### config.mk
export PLATFORM = sky130hd
export DESIGN_NAME = i2c_master_bit_sequencer_core
export DESIGN_NICKNAME = d
export VERILOG_FILES = /design/src/sv/i2c_mbs_pkg.sv /design/src/sv/i2c_master_bit_sequencer_core.sv
export SDC_FILE = /design/constraint.sdc
export NUM_CORES = 1
export LEC_CHECK = 0
export ABC_AREA = 1
export BUFFER_PORTS_ARGS = -buffer_cell sky130_fd_sc_hd__buf_4
export CAP_MARGIN = 20
export CORE_ASPECT_RATIO = 0.8
export CORE_MARGIN = 3
export CORE_UTILIZATION = 45
export CTS_CLUSTER_DIAMETER = 120
export DETAILED_ROUTE_END_ITERATION = 10
export SLEW_MARGIN = 20
export SYNTH_ARGS = -nofsm -noshare
export SYNTH_HDL_FRONTEND = slang
export SYNTH_SLANG_ARGS = --single-unit
### constraint.sdc
create_clock -name clk -period 4.6 [get_ports clk]
set_clock_uncertainty 0.05 [all_clocks]
set_input_delay 0.23 -clock clk [delete_from_list [all_inputs] [get_ports clk]]
set_output_delay 0.23 -clock clk [all_outputs]
set_load 0.02 [all_outputs]
### src/sv/i2c_mbs_pkg.sv
// Shared types and constants for the I2C master bit sequencer.
// No dependencies; the core and its checker refer to it by scoped names.

package i2c_mbs_pkg;

  // Command codes carried in the kind field
  typedef enum logic [2:0] {
    KIND_START    = 3'd0,
    KIND_STOP     = 3'd1,
    KIND_WRITE    = 3'd2,
    KIND_WAIT_ACK = 3'd3,
    KIND_READ_ACK = 3'd4,
    KIND_READ     = 3'd5,
    KIND_SEND_ACK = 3'd6,
    KIND_SEND_NAK = 3'd7
  } kind_t;

  // Configuration register indexes
  localparam logic [1:0] CFG_TICKS_PER_US = 2'd0;
  localparam logic [1:0] CFG_ACK_POLL_LIM = 2'd1;

  // Register widths and reset values
  localparam int unsigned CFG_W       = 10;
  localparam int unsigned DELAY_W     = 12;
  localparam int unsigned BYTE_W      = 8;
  localparam logic [CFG_W-1:0] TICKS_PER_US_RST = 10'd16;
  localparam logic [CFG_W-1:0] ACK_POLL_LIM_RST = 10'd250;

  // Bit positions in the result word
  localparam int unsigned OUT_SCL  = 0;
  localparam int unsigned OUT_SDA  = 1;
  localparam int unsigned OUT_DRV  = 2;
  localparam int unsigned OUT_BUSY = 3;
  localparam int unsigned OUT_DONE = 4;
  localparam int unsigned OUT_RX   = 5;
  localparam int unsigned OUT_FAIL = 13;

endpackage

### src/sv/i2c_master_bit_sequencer_core.sv
// Top level of the I2C master bit sequencer: phase machine, delay and bit
// counters, and the registered result word. Depends on i2c_mbs_pkg.

// The block takes one input word per clock tick and returns one result word
// per input word, so it sustains one word per cycle while out_tready does not
// stall the output register. Each accepted word advances the phase register,
// the delay counter, the bit counter and the shift register by one tick; the
// result is held in an output register, and a new word is taken whenever that
// register is empty or is being read in the same cycle. Line delays of 4, 2
// and 1 microseconds last 4, 2 and 1 times ticks_per_us input words (at least
// one word each). While waiting for an acknowledge, SDA is sampled once per
// word; if it is still high after more than ack_poll_limit samples, a stop
// condition is sent and ack_failed is set. Commands that arrive while busy
// are ignored. After reset both lines are driven high.

module i2c_master_bit_sequencer_core (
  input  logic        clk,
  input  logic        rst_n,
  // Input words
  input  logic        in_tvalid,
  output logic        in_tready,
  input  logic [15:0] in_tdata,   // [7:0] tx_byte, [8] ack_after_read, [9] sda_in
  input  logic [3:0]  in_tuser,   // [0] cmd_valid, [3:1] kind
  // Result words
  output logic        out_tvalid,
  input  logic        out_tready,
  output logic [15:0] out_tdata,  // [0] scl_level, [1] sda_level, [2] sda_drive,
                                  // [3] busy_res, [4] done_res, [12:5] rx_byte,
                                  // [13] ack_failed
  // Configuration writes
  input  logic        cfg_valid,
  output logic        cfg_ready,
  input  logic [1:0]  cfg_index,
  input  logic [9:0]  cfg_data
);

  typedef enum logic [3:0] {
    PH_IDLE, PH_ST_A, PH_ST_B, PH_SP_A, PH_SP_B, PH_WR_SETUP, PH_WR_HIGH,
    PH_WR_LOW, PH_WA_A, PH_WA_B, PH_WA_POLL, PH_RD_LOW, PH_RD_HIGH,
    PH_AK_A, PH_AK_B
  } phase_t;

  localparam int unsigned CW = i2c_mbs_pkg::CFG_W;
  localparam int unsigned DW = i2c_mbs_pkg::DELAY_W;
  localparam int unsigned BW = i2c_mbs_pkg::BYTE_W;

  // Configuration registers
  logic [CW-1:0] tpu_r;
  logic [CW-1:0] poll_lim_r;

  // Sequencer state
  phase_t                 ph_r, ph_nxt;
  i2c_mbs_pkg::kind_t     kind_r, kind_nxt;
  logic [DW-1:0]          dly_r, dly_nxt;
  logic [3:0]             bit_cnt_r, bit_cnt_nxt;
  logic [BW-1:0]          shift_r, shift_nxt;
  logic [CW-1:0]          poll_r, poll_nxt;
  logic                   scl_r, scl_nxt;
  logic                   sda_r, sda_nxt;
  logic                   drv_r, drv_nxt;
  logic                   ack_sel_r, ack_sel_nxt;
  logic [BW-1:0]          rx_r, rx_nxt;
  logic                   fail_r, fail_nxt;
  logic                   done;

  // Output register
  logic                   out_valid_r;
  logic [15:0]            out_data_r;

  // Input word fields
  logic                   in_cmd;
  i2c_mbs_pkg::kind_t     in_kind;
  logic [BW-1:0]          in_tx;
  logic                   in_ack;
  logic                   in_sda;
  logic                   in_fire;

  // Delay lengths for 1, 2 and 4 microseconds
  logic [DW-1:0]          dly_1us, dly_2us, dly_4us, dly_dec;
  logic [3:0]             bit_cnt_inc;

  assign in_cmd  = in_tuser[0];
  assign in_kind = i2c_mbs_pkg::kind_t'(in_tuser[3:1]);
  assign in_tx   = in_tdata[7:0];
  assign in_ack  = in_tdata[8];
  assign in_sda  = in_tdata[9];

  assign in_tready = !out_valid_r || out_tready;
  assign in_fire   = in_tvalid && in_tready;
  assign cfg_ready = 1'b1;

  assign dly_1us     = {2'b00, tpu_r};
  assign dly_2us     = {1'b0, tpu_r, 1'b0};
  assign dly_4us     = {tpu_r, 2'b00};
  assign dly_dec     = (dly_r != '0) ? dly_r - DW'(1) : dly_r;
  assign bit_cnt_inc = bit_cnt_r + 4'd1;

  // One tick of the sequencer
  always_comb begin
    ph_nxt      = ph_r;
    kind_nxt    = kind_r;
    dly_nxt     = dly_r;
    bit_cnt_nxt = bit_cnt_r;
    shift_nxt   = shift_r;
    poll_nxt    = poll_r;
    scl_nxt     = scl_r;
    sda_nxt     = sda_r;
    drv_nxt     = drv_r;
    ack_sel_nxt = ack_sel_r;
    rx_nxt      = rx_r;
    fail_nxt    = fail_r;
    done        = 1'b0;

    if (ph_r == PH_IDLE) begin
      // Start a new command
      if (in_cmd) begin
        kind_nxt    = in_kind;
        bit_cnt_nxt = 4'd0;
        unique case (in_kind)
          i2c_mbs_pkg::KIND_START: begin
            drv_nxt = 1'b1;
            sda_nxt = 1'b1;
            scl_nxt = 1'b1;
            dly_nxt = dly_4us;
            ph_nxt  = PH_ST_A;
          end
          i2c_mbs_pkg::KIND_STOP: begin
            drv_nxt = 1'b1;
            scl_nxt = 1'b0;
            sda_nxt = 1'b0;
            dly_nxt = dly_4us;
            ph_nxt  = PH_SP_A;
          end
          i2c_mbs_pkg::KIND_WRITE: begin
            drv_nxt   = 1'b1;
            scl_nxt   = 1'b0;
            sda_nxt   = in_tx[BW-1];
            shift_nxt = {in_tx[BW-2:0], 1'b0};
            dly_nxt   = dly_2us;
            ph_nxt    = PH_WR_SETUP;
          end
          i2c_mbs_pkg::KIND_WAIT_ACK: begin
            drv_nxt  = 1'b0;
            sda_nxt  = 1'b1;
            fail_nxt = 1'b0;
            poll_nxt = '0;
            dly_nxt  = dly_1us;
            ph_nxt   = PH_WA_A;
          end
          i2c_mbs_pkg::KIND_READ_ACK, i2c_mbs_pkg::KIND_READ: begin
            ack_sel_nxt = in_ack;
            drv_nxt     = 1'b0;
            scl_nxt     = 1'b0;
            shift_nxt   = '0;
            dly_nxt     = dly_2us;
            ph_nxt      = PH_RD_LOW;
          end
          i2c_mbs_pkg::KIND_SEND_ACK, i2c_mbs_pkg::KIND_SEND_NAK: begin
            ack_sel_nxt = (in_kind == i2c_mbs_pkg::KIND_SEND_ACK);
            scl_nxt     = 1'b0;
            drv_nxt     = 1'b1;
            sda_nxt     = (in_kind != i2c_mbs_pkg::KIND_SEND_ACK);
            dly_nxt     = dly_2us;
            ph_nxt      = PH_AK_A;
          end
          default: ;
        endcase
      end
    end else if (ph_r == PH_WA_POLL) begin
      // Poll SDA for the acknowledge, with a timeout that sends a stop
      if (!in_sda) begin
        scl_nxt  = 1'b0;
        fail_nxt = 1'b0;
        done     = 1'b1;
      end else if (poll_r >= poll_lim_r) begin
        fail_nxt = 1'b1;
        drv_nxt  = 1'b1;
        scl_nxt  = 1'b0;
        sda_nxt  = 1'b0;
        dly_nxt  = dly_4us;
        ph_nxt   = PH_SP_A;
      end else begin
        poll_nxt = poll_r + CW'(1);
      end
    end else begin
      // Count down the line delay, then take the next step
      dly_nxt = dly_dec;
      if (dly_dec == '0) begin
        unique case (ph_r)
          PH_ST_A: begin
            sda_nxt = 1'b0;
            dly_nxt = dly_4us;
            ph_nxt  = PH_ST_B;
          end
          PH_ST_B: begin
            scl_nxt = 1'b0;
            done    = 1'b1;
          end
          PH_SP_A: begin
            scl_nxt = 1'b1;
            sda_nxt = 1'b1;
            dly_nxt = dly_4us;
            ph_nxt  = PH_SP_B;
          end
          PH_WR_SETUP: begin
            scl_nxt = 1'b1;
            dly_nxt = dly_2us;
            ph_nxt  = PH_WR_HIGH;
          end
          PH_WR_HIGH: begin
            scl_nxt = 1'b0;
            dly_nxt = dly_2us;
            ph_nxt  = PH_WR_LOW;
          end
          PH_WR_LOW: begin
            bit_cnt_nxt = bit_cnt_inc;
            if (bit_cnt_inc >= 4'd8) begin
              done = 1'b1;
            end else begin
              sda_nxt   = shift_r[BW-1];
              shift_nxt = {shift_r[BW-2:0], 1'b0};
              dly_nxt   = dly_2us;
              ph_nxt    = PH_WR_SETUP;
            end
          end
          PH_WA_A: begin
            scl_nxt = 1'b1;
            dly_nxt = dly_1us;
            ph_nxt  = PH_WA_B;
          end
          PH_WA_B: begin
            poll_nxt = '0;
            ph_nxt   = PH_WA_POLL;
          end
          PH_RD_LOW: begin
            // Sample the data bit as SCL rises
            scl_nxt   = 1'b1;
            shift_nxt = {shift_r[BW-2:0], in_sda};
            dly_nxt   = dly_1us;
            ph_nxt    = PH_RD_HIGH;
          end
          PH_RD_HIGH: begin
            bit_cnt_nxt = bit_cnt_inc;
            if (bit_cnt_inc >= 4'd8) begin
              rx_nxt = shift_r;
              if (kind_r == i2c_mbs_pkg::KIND_READ_ACK) begin
                scl_nxt = 1'b0;
                drv_nxt = 1'b1;
                sda_nxt = !ack_sel_r;
                dly_nxt = dly_2us;
                ph_nxt  = PH_AK_A;
              end else begin
                done = 1'b1;
              end
            end else begin
              scl_nxt = 1'b0;
              dly_nxt = dly_2us;
              ph_nxt  = PH_RD_LOW;
            end
          end
          PH_AK_A: begin
            scl_nxt = 1'b1;
            dly_nxt = dly_2us;
            ph_nxt  = PH_AK_B;
          end
          PH_AK_B: begin
            scl_nxt = 1'b0;
            done    = 1'b1;
          end
          default: done = 1'b1;
        endcase
      end
    end

    if (done) begin
      ph_nxt = PH_IDLE;
    end
  end

  // Configuration registers
  always_ff @(posedge clk) begin
    if (!rst_n) begin
      tpu_r      <= i2c_mbs_pkg::TICKS_PER_US_RST;
      poll_lim_r <= i2c_mbs_pkg::ACK_POLL_LIM_RST;
    end else if (cfg_valid && cfg_ready) begin
      if (cfg_index == i2c_mbs_pkg::CFG_TICKS_PER_US) begin
        tpu_r <= cfg_data;
      end else if (cfg_index == i2c_mbs_pkg::CFG_ACK_POLL_LIM) begin
        poll_lim_r <= cfg_data;
      end
    end
  end

  // Sequencer state, advanced once per accepted word
  always_ff @(posedge clk) begin
    if (!rst_n) begin
      ph_r      <= PH_IDLE;
      kind_r    <= i2c_mbs_pkg::KIND_START;
      dly_r     <= '0;
      bit_cnt_r <= '0;
      shift_r   <= '0;
      poll_r    <= '0;
      scl_r     <= 1'b1;
      sda_r     <= 1'b1;
      drv_r     <= 1'b1;
      ack_sel_r <= 1'b0;
      rx_r      <= '0;
      fail_r    <= 1'b0;
    end else if (in_fire) begin
      ph_r      <= ph_nxt;
      kind_r    <= kind_nxt;
      dly_r     <= dly_nxt;
      bit_cnt_r <= bit_cnt_nxt;
      shift_r   <= shift_nxt;
      poll_r    <= poll_nxt;
      scl_r     <= scl_nxt;
      sda_r     <= sda_nxt;
      drv_r     <= drv_nxt;
      ack_sel_r <= ack_sel_nxt;
      rx_r      <= rx_nxt;
      fail_r    <= fail_nxt;
    end
  end

  // Result word register
  always_ff @(posedge clk) begin
    if (!rst_n) begin
      out_valid_r <= 1'b0;
    end else if (in_fire) begin
      out_valid_r <= 1'b1;
    end else if (out_tready) begin
      out_valid_r <= 1'b0;
    end
  end

  always_ff @(posedge clk) begin
    if (in_fire) begin
      out_data_r <= {2'b00, fail_nxt, rx_nxt, done, (ph_nxt != PH_IDLE), drv_nxt,
                     (drv_nxt ? sda_nxt : 1'b1), scl_nxt};
    end
  end

  assign out_tvalid = out_valid_r;
  assign out_tdata  = out_data_r;

endmodule

==> out/results.tsv, run 1 <==
stage	metric	value	unit
synthesis	post-synthesis cell count	873	
critical_path	WS Path Type	flip-flop to flip-flop	
global_route	initial antenna violation count	0	
timing	Fin Setup TNS	0	ps
synthesis	post-synth top area share	26.0	%
critical_path	Worst setup EP type	flip-flop	
cts	CTS buffer count	9	
final_layout	nets	952	
power	maximum vdd drop	0.000187	V
cts	Post-CTS Setup Inserts	0	
cts	CTS resizes	0	
die	initial core utilization	46.8	%
drt	DRT iter0 DRCs	620	
critical_path	Crit Path Max Fanout	17	
final_layout	fillers	1287	
cts	H-tree levels	3	
final_layout	Core Util, Final	53.0	%
synthesis	FFs w/ async S/R, synth	0	%
cts	Worst-Skew Late Latency	360	ps
synthesis	syn_area_per_cell	6.62	µm²
synthesis	Synth area leaders	dfxtp_1 26%, nand2_1 12%, a21oi_1 7.6%	
synthesis	Synth Register Bits	89	
critical_path	Worst EP required	4650	ps
timing	Setup Viol. Count Final	0	
placement	gp weighted congestion	0.930	
drt	DR vias	6043	
power	pwr dens	373	nW/µm²
synthesis	Synth cell types	45	
die	core box area	12300	µm²
placement	pre-CTS WS	1280	ps
die	Ports	56	
final_layout	Non-Filler Instances	1077	
synthesis	ys flop type	dfxtp_1	
drt	Initial DRT Pass Iterations	5	
timing	worst hold margin	64.1	ps
timing	final hold vios	0	
synthesis	synth cell count leaders	187 x nand2_1, 106 x inv_1, 88 x a21oi_1, 85 x nor2_1, 75 x dfxtp_1	
placement	dpl cell area	6210	µm²
final_layout	Antenna diodes	0	
placement	buffers added on ports	46	
cts	Sink Count	89	
final_layout	share of layout cells above drive strength 1	10.8	%
synthesis	leading area contributor after synthesis	dfxtp_1	
flow_run	total of max-cap violations	0	
cts	CTS tree	done	
die	die area	14200	µm²
die	die width	133	µm
critical_path	Startpoint Class	flip-flop	
drt	drt total wl	18200	µm
timing	fmax	0.296	GHz
synthesis	synthesized area	5780	µm²
global_route	Overall Global Routing Usage	25.6	%
die	row count	36	
cts	CTS Hold Bufs	0	
drt	post-route ant nets	0	
timing	period utilization	73.4	%
timing	Slew HR	34.2	%
critical_path	critical path arrival	3420	ps
power	LEAKAGE	2.84	nW
timing	worst setup margin	1220	ps
synthesis	Seq/Total Area, Yosys	33.3	%
drt	Routed WL per cell	16.9	µm
final_layout	design area	6540	µm²
global_route	vias in the first global route	5586	
final_layout	Area Overhead vs Synth	13.2	%
cts	Root Driver	clkbuf_16	
synthesis	count leader, synth	nand2_1	
synthesis	Post-synth EDFFs	14	
die	Die Ht	107	µm
cts	Worst-path clk slew	80	ps
timing	Worst Tran Pin Value	976	ps
min_path	Hold WC Path Type	primary input to flip-flop	
timing	RSZ-0062 raised after global routing	false	
global_route	total global routing overflow	0	
cts	CTS Buffer Depth	2	
drt	post-DR vias/cell	5.61	
global_route	largest net degree at the start of global routing	46	
global_route	first-pass GRT wire length	29100	µm
outcome	status	finished clean	
power	total power	2.44	mW
placement	DP HPWL	13400	µm
synthesis	synth warn	0	
timing	Slew Limit Fails	0	
drt	DRC	0	
timing	Tmin final	3380	ps
placement	Cells after DPL	1061	
registers in the layout, indices dropped and copies added, names as in the netlist:
signal	cells
ack_sel_r	1
bit_cnt_r	4
dly_r	12
drv_r	1
fail_r	1
kind_r	3
out_tdata	14
out_tvalid	1
ph_r	4
poll_lim_r	10
poll_r	10
rx_r	8
scl_r	1
sda_r	1
shift_r	8
tpu_r	10
cell usage in the layout, fill, tap and decap left out, drive strengths merged, types with 6 or more instances in the layout:
| cell | n |
|---|---|
| nand4 | 27 |
| dfxtp | 75 |
| edfxtp | 14 |
| xor2 | 6 |
| o21ai | 82 |
| o211ai | 11 |
| inv | 113 |
| nand3 | 58 |
| nand2 | 190 |
| a31oi | 7 |
| a22oi | 12 |
| o22ai | 7 |
| nor3 | 7 |
| buf | 54 |
| a21oi | 90 |
| nor2 | 95 |
| ha | 14 |
| clkbuf | 9 |
kinds of logic after synthesis:
kind of cell / after synthesis / share of synthesized area [%]
DFF: 89 / 33.3
other: 2 / 0.130
buffers and inverters: 150 / 10.5
and+or+nand+nor: 379 / 28.9
AOI/OAI and AO/OA: 230 / 22.8
xor gates and xnor gates: 9 / 1.36
adders and majority gates: 14 / 3.03
metal layers:
metal	GRT usage [%]	vias up	wire [µm]
met5	0	-	0
met4	6.97	0	315
met3	5.37	25	1370
met2	39.7	245	7820
met1	36.2	2780	8660
li1	-	2993	-
final timing paths:
kind              cells past startpoint  slack [ps]              startpoint                          to
setup / recovery                     15        1220   dly_r[0]$_SDFFE_PN0P_  out_tdata[1]$_SDFFCE_PN1P_
hold / removal                        3          60             cfg_data[3]  poll_lim_r[3]$_SDFFE_PN1P_
hold reg to reg                       2         410  kind_r[1]$_SDFFE_PN0P_      kind_r[1]$_SDFFE_PN0P_
setup reg to reg                     15        1220   dly_r[0]$_SDFFE_PN0P_  out_tdata[1]$_SDFFCE_PN1P_
power breakdown:
part	internal, mW	total [mW]	switching [mW]
Combinational	0.224	0.714	0.490
Clock	0.480	0.821	0.341
Sequential	0.852	0.904	0.0523
Total	1.56	2.44	0.884
cell type report:
cell class / instances / area, µm² / share of cell area (%)
clock buffer: 9 / 225 / 3.44
clock inverter: 7 / 100 / 1.53
tap: 171 / 214 / 3.27
timing repair buffer: 54 / 405 / 6.20
inverter: 112 / 420 / 6.43
multi-input combinational: 635 / 3250 / 49.7
sequential: 89 / 1920 / 29.4
critical path, stage by stage, from the launching register on:
cell      delay, ps
dfxtp_1         330
inv_1           240
ha_1            260
nand2_1         140
nor2_1          260
nand2_1         100
nand3_2         130
nand2_1          60
clkinv_1         50
nand2_1         110
nor2_4          260
nand2_2         350
nor2_4          450
nand2_1          90
nand4_1         130
nand4_1          80
Note: power is estimated with default switching activity, not from simulation.
==> run 2: changes to the inputs <==
- clock period: 4.6 -> 3.37 ns (I/O delays scaled with it)
==> out/results.tsv, run 2 (synthesis gave the netlist of run 1 again) <==
stage	metric	value	unit	change
cts	CTS tree	done		
placement	Cells after DPL	1069		+0.75%
critical_path	Worst setup EP type	flip-flop		
power	Gate power share	30.3	%	+1.0 points
die	die area	14200	µm²	unchanged
die	die width	133	µm	unchanged
cts	Worst-Skew Late Latency	350	ps	about the same
die	Die Ht	107	µm	unchanged
cts	Post-CTS Setup Inserts	0		unchanged
final_layout	Antenna diodes	0		unchanged
power	LEAKAGE	2.89	nW	+1.6%
drt	Routed WL per cell	16.4	µm	-2.8%
critical_path	WS Path Type	flip-flop to flip-flop		
global_route	Overall Global Routing Usage	25.4	%	-0.16 points
flow_run	total of max-cap violations	0		unchanged
placement	gp weighted congestion	0.977		+5.0%
final_layout	Area Overhead vs Synth	14.3	%	
timing	Slew HR	36.4	%	+2.1 points
timing	period utilization	87.7	%	+14 points
final_layout	design area	6610	µm²	+1.0%
critical_path	critical path arrival	3150	ps	-270 ps
drt	post-route ant nets	0		unchanged
global_route	met2 Use GR	37.3	%	-2.4 points
power	maximum vdd drop	0.000305	V	+63%
power	Psw	1.21	mW	+37%
die	initial core utilization	46.8	%	unchanged
drt	DR vias	6196		+2.5%
timing	Worst Tran Pin Value	945	ps	-31.4 ps
critical_path	CP most frequent cell	nand2_1		
global_route	vias in the first global route	5611		+0.45%
final_layout	Non-Filler Instances	1088		+1.0%
drt	post-DR vias/cell	5.69		+1.5%
placement	dpl cell area	6270	µm²	+0.97%
power	clock network fraction of total power	31.9	%	-1.8 points
critical_path	Worst path slowest cell	dfxtp_1		
final_layout	fillers	1285		-0.16%
final_layout	share of layout cells above drive strength 1	11.6	%	+0.74 points
critical_path	Startpoint Class	flip-flop		
power	pwr dens	495	nW/µm²	+33%
cts	CTS Buffer Depth	2		unchanged
cts	CTS Hold Bufs	3		+3
critical_path	Slowest Stage Delay on Critical Path	330	ps	-120 ps
power	internal power	2.06	mW	+32%
timing	Fin Setup TNS	0	ps	unchanged
critical_path	Crit Path Max Fanout	12		-5
final_layout	number of flip-flops under the largest register name	14		unchanged
final_layout	most frequent cells in the layout	187 x nand2_1, 105 x inv_1, 88 x a21oi_1		
timing	Tmin final	2960	ps	-419 ps
critical_path	cell-by-cell listing of the critical path	inv_1 -> ha_1 -> nand2_1 -> nor2_1 -> nand2_1 -> nand3_2 -> nand2_1 -> clkinv_1 -> nand2_1 -> nor2_4 -> nand2_2 -> nor2_4 -> buf_4 -> o21ai_1 -> o21ai_0 -> inv_1		
global_route	largest net degree at the start of global routing	46		unchanged
global_route	initial antenna violation count	0		unchanged
timing	final hold vios	0		unchanged
global_route	total global routing overflow	0		unchanged
cts	Root Driver	clkbuf_16		
critical_path	Worst EP required	3570	ps	-1080 ps
global_route	met3 Usage GRT	4.81	%	-0.56 points
timing	RSZ-0062 raised after global routing	false		
min_path	worst hold path depth	3		unchanged
global_route	first-pass GRT wire length	28900	µm	-0.62%
critical_path	reg2reg path depth	16		+1
cts	H-tree levels	3		unchanged
drt	drt total wl	17800	µm	-1.8%
power	Sw Ratio	37.0	%	+0.74 points
power	Sequential Power Share	37.7	%	+0.6 points
cts	Worst-path clk slew	70	ps	about the same
cts	Sink Count	89		unchanged
drt	Initial DRT Pass Iterations	6		+1
cts	CTS resizes	0		unchanged
drt	DRC	0		unchanged
global_route	routing layer with the top usage in global route	met1		
drt	DRT iter0 DRCs	734		+18%
outcome	status	finished clean		
die	Ports	56		unchanged
cts	CTS buffer count	9		unchanged
global_route	grt met1 use	37.8	%	+1.6 points
final_layout	nets	963		+1.2%
final_layout	commonest non-fill, non-tap cell in the layout	nand2_1		
placement	DP HPWL	13400	µm	+0.24%
placement	buffers added on ports	46		unchanged
timing	Setup Viol. Count Final	0		unchanged
timing	fmax	0.338	GHz	+14%
die	row count	36		unchanged
min_path	Hold WC Path Type	primary input to flip-flop		
timing	Slew Limit Fails	0		unchanged
die	core box area	12300	µm²	unchanged
==> run 2: cell types whose count changed in the layout (fill, tap and decap cells not counted), sizes merged <==
cell and delta:
clkinv +2, buf +8, clkinvlp -1, bufinv -1, dlygate4sd3 +3
==> run 2: per-layer routing <==
metal	share of wire, %	wire length, µm	vias to the layer above
met1	49	8800	2858
met4	1.6	294	0
met5	0	0	-
met3	7.9	1410	30
met2	41	7330	280
li1	-	-	3028
==> run 2: power by group through the flow <==
| stage | registers [mW] | clock network [mW] | logic [mW] |
|---|---|---|---|
| final | 1.23 | 1.04 | 0.992 |
| after global routing | 1.24 | 1.10 | 1.10 |
| after CTS | 1.23 | 1.07 | 0.977 |
| after detailed placement | 1.26 | 0 | 0.971 |
| after global placement | 1.25 | 0 | 0.961 |
| after floorplan | 1.25 | 0 | 0.688 |
==> run 2: cell type report <==
| type | count | area [µm²] | share of cell area, % |
|---|---|---|---|
| inverters | 112 | 420 | 6.36 |
| clock buffers | 9 | 225 | 3.41 |
| well taps | 171 | 214 | 3.24 |
| multi-input cells | 635 | 3250 | 49.2 |
| clock inverters | 7 | 76.3 | 1.16 |
| repair buffers | 65 | 495 | 7.50 |
| flip-flops and latches | 89 | 1920 | 29.1 |
==> run 2: final timing paths <==
path | slack (ps) | to | startpoint
min | 10 | poll_lim_r[7]$_SDFFE_PN1P_ | cfg_data[7]
max | 410 | rx_r[3]$_SDFFE_PN0P_ | dly_r[0]$_SDFFE_PN0P_
min reg2reg | 410 | kind_r[1]$_SDFFE_PN0P_ | kind_r[1]$_SDFFE_PN0P_
max reg2reg | 410 | rx_r[3]$_SDFFE_PN0P_ | dly_r[0]$_SDFFE_PN0P_
==> run 2: metrics by stage <==
step / setup slack (ps) / total power [mW] / util [%] / hold slack (ps)
2_1_floorplan: 1010 / 1.94 / - / 249
3_3_place_gp: 522 / 2.21 / 50.8 / 356
3_5_place_dp: 480 / 2.23 / 50.8 / 357
4_1_cts: 452 / 3.28 / 53.5 / 0.983
5_1_grt: 51.4 / 3.44 / 53.5 / 30.7
6_report: 413 / 3.27 / 53.5 / 13.8
==> run 2: critical path, delay by kind of cell (launching register included) <==
kind	cells	cell delay, ps
simple gates	9	1460
compound gates	2	220
buf+inv	4	510
flops	1	330
fa+ha+maj	1	280
==> run 3: changes to the inputs <==
- MAX_ROUTING_LAYER: default -> met4
==> out/results.tsv, run 3 (synthesis gave the netlist of run 1 again) <==
stage	metric	value	unit	change
cts	Post-CTS Setup Inserts	0		unchanged
die	Die Ht	107	µm	unchanged
cts	Worst-Skew Late Latency	340	ps	about the same
cts	CTS tree	done		
cts	Worst-path clk slew	70	ps	about the same
die	Ports	56		unchanged
drt	drt total wl	18100	µm	+1.7%
drt	Routed WL per cell	16.7	µm	+1.9%
drt	met3 wire length	1470	µm	+4.4%
global_route	first-pass GRT wire length	29600	µm	+2.5%
timing	Slew HR	32.6	%	-3.7 points
drt	Initial DRT Pass Iterations	5		-1
die	die area	14200	µm²	unchanged
timing	Tmin final	3010	ps	+56.2 ps
timing	period utilization	89.4	%	+1.7 points
drt	post-DR vias/cell	5.66		-0.56%
critical_path	Crit Path Max Fanout	12		unchanged
timing	RSZ-0062 raised after global routing	false		
cts	Sink Count	89		unchanged
drt	DRT iter0 DRCs	551		-25%
cts	H-tree levels	3		unchanged
power	pwr dens	497	nW/µm²	+0.49%
drt	WL met2	7610	µm	+3.8%
power	LEAKAGE	2.88	nW	-0.35%
global_route	Overall Global Routing Usage	26.6	%	+1.2 points
timing	Fin Setup TNS	0	ps	unchanged
die	core box area	12300	µm²	unchanged
timing	Setup Viol. Count Final	0		unchanged
cts	CTS buffer count	9		unchanged
timing	Slew Limit Fails	0		unchanged
cts	CTS resizes	0		unchanged
power	clock network fraction of total power	32.0	%	about the same
final_layout	most frequent cells in the layout	187 x nand2_1, 105 x inv_1, 88 x a21oi_1		
min_path	Hold WC Path Type	primary input to flip-flop		
timing	final hold vios	0		unchanged
min_path	worst hold path depth	3		unchanged
placement	pre-CTS WS	430	ps	-50.3 ps
placement	DP HPWL	13600	µm	+1.5%
die	initial core utilization	46.8	%	unchanged
drt	DRC	0		unchanged
die	die width	133	µm	unchanged
power	Sequential Power Share	37.7	%	about the same
final_layout	nets	961		-0.21%
final_layout	commonest non-fill, non-tap cell in the layout	nand2_1		
drt	DR vias	6150		-0.74%
critical_path	r2r endpoint	out_tdata[1]$_SDFFCE_PN1P_		
drt	top routing layer in use	met4		
drt	wl on met1	8730	µm	-0.82%
critical_path	critical path arrival	3040	ps	-110 ps
cts	CTS Hold Bufs	0		-3
critical_path	reg2reg path depth	15		-1
final_layout	Area Overhead vs Synth	13.9	%	
power	Sw Ratio	37.0	%	about the same
cts	Root Driver	clkbuf_16		
outcome	status	finished clean		
power	Psw	1.21	mW	+0.26%
critical_path	WS Path Type	flip-flop to flip-flop		
final_layout	number of flip-flops under the largest register name	14		unchanged
drt	post-route ant nets	0		unchanged
critical_path	Crit. Startpoint	dly_r[0]$_SDFFE_PN0P_		
critical_path	Worst setup EP type	flip-flop		
cts	CTS Buffer Depth	2		unchanged
final_layout	Antenna diodes	0		unchanged
final_layout	Core Util, Final	53.3	%	-0.17 points
timing	worst setup margin	357	ps	-56.2 ps
placement	buffers added on ports	46		unchanged
critical_path	reg2reg start	dly_r[0]$_SDFFE_PN0P_		
global_route	vias in the first global route	5766		+2.8%
final_layout	share of layout cells above drive strength 1	11.7	%	+0.13 points
critical_path	Reg2Reg Setup Slack	360	ps	-60 ps
critical_path	Worst EP required	3400	ps	-170 ps
min_path	worst hold start	cfg_data[6]		
global_route	initial antenna violation count	0		unchanged
power	Gate power share	30.3	%	about the same
timing	fmax	0.332	GHz	-1.9%
power	internal power	2.06	mW	+0.11%
placement	gp weighted congestion	0.998		+2.2%
global_route	largest net degree at the start of global routing	46		unchanged
power	maximum vdd drop	0.000285	V	-6.5%
min_path	Worst Hold Endpoint	poll_lim_r[6]$_SDFFE_PN1P_		
critical_path	Startpoint Class	flip-flop		
global_route	total global routing overflow	0		unchanged
flow_run	total of max-cap violations	0		unchanged
timing	Worst Tran Pin Value	1000	ps	+55.3 ps
die	row count	36		unchanged
-- run 3: changes by cell type in the layout (fill, tap and decap cells not counted), sizes merged --
cell,previous run,this run
clkinvlp,2,3
buf,62,63
dlygate4sd3,3,0
clkinv,3,2
-- run 3: power by group through the flow --
stage	logic (mW)	registers [mW]	clock network (mW)
after global placement	0.966	1.26	0
after floorplan	0.688	1.25	0
after CTS	0.980	1.23	1.07
final	0.993	1.23	1.05
after global routing	1.11	1.24	1.11
after detailed placement	0.975	1.26	0
-- run 3: final cells by class --
cell class / instances / area [µm²]
fillers: 1267 / 5760
flip-flops and latches: 89 / 1920
inverters: 112 / 420
repair buffers: 63 / 473
clock inverters: 7 / 77.6
clock buffers: 9 / 225
multi-input cells: 635 / 3250
well taps: 171 / 214
-- run 3: worst max-delay path: stages (launching register included) --
cell and delay (ps):
dfxtp_1 330, inv_1 200, ha_1 270, nand2_1 130, nor2_1 230, nand2_1 110
nand3_2 130, nand2_1 80, clkinv_1 50, nand2_1 80, nor2_4 260, nand2_2 190
nor2_4 300, nand2_1 90, nand4_1 130, nand4_1 110
-- run 3: worst max-delay path by stage --
stage | to | slack (ps)
after floorplan | out_tdata[1]$_SDFFCE_PN1P_ | 1010
after global placement | rx_r[3]$_SDFFE_PN0P_ | 520
after detailed placement | out_tdata[1]$_SDFFCE_PN1P_ | 430
after CTS | out_tdata[1]$_SDFFCE_PN1P_ | 410
after global routing | rx_r[3]$_SDFFE_PN0P_ | 70
final | out_tdata[1]$_SDFFCE_PN1P_ | 360
-- run 3: layer usage --
metal | vias up | track usage [%]
met3 | 36 | 4.95
met2 | 236 | 38.3
li1 | 3014 | -
met5 | - | -
met1 | 2864 | 37.7
met4 | 0 | 8.75
-- run 3: stage by stage --
stage / instances / hold WS (ps) / area (µm²) / total power [mW]
floorplan: 874 / 249 / 5780 / 1.94
global placement: 1070 / 356 / 6280 / 2.22
detailed placement: 1070 / 360 / 6280 / 2.23
CTS: 1086 / 6.44 / 6580 / 3.28
global route: 1086 / 24.9 / 6580 / 3.46
finish: 1086 / 11.3 / 6580 / 3.27
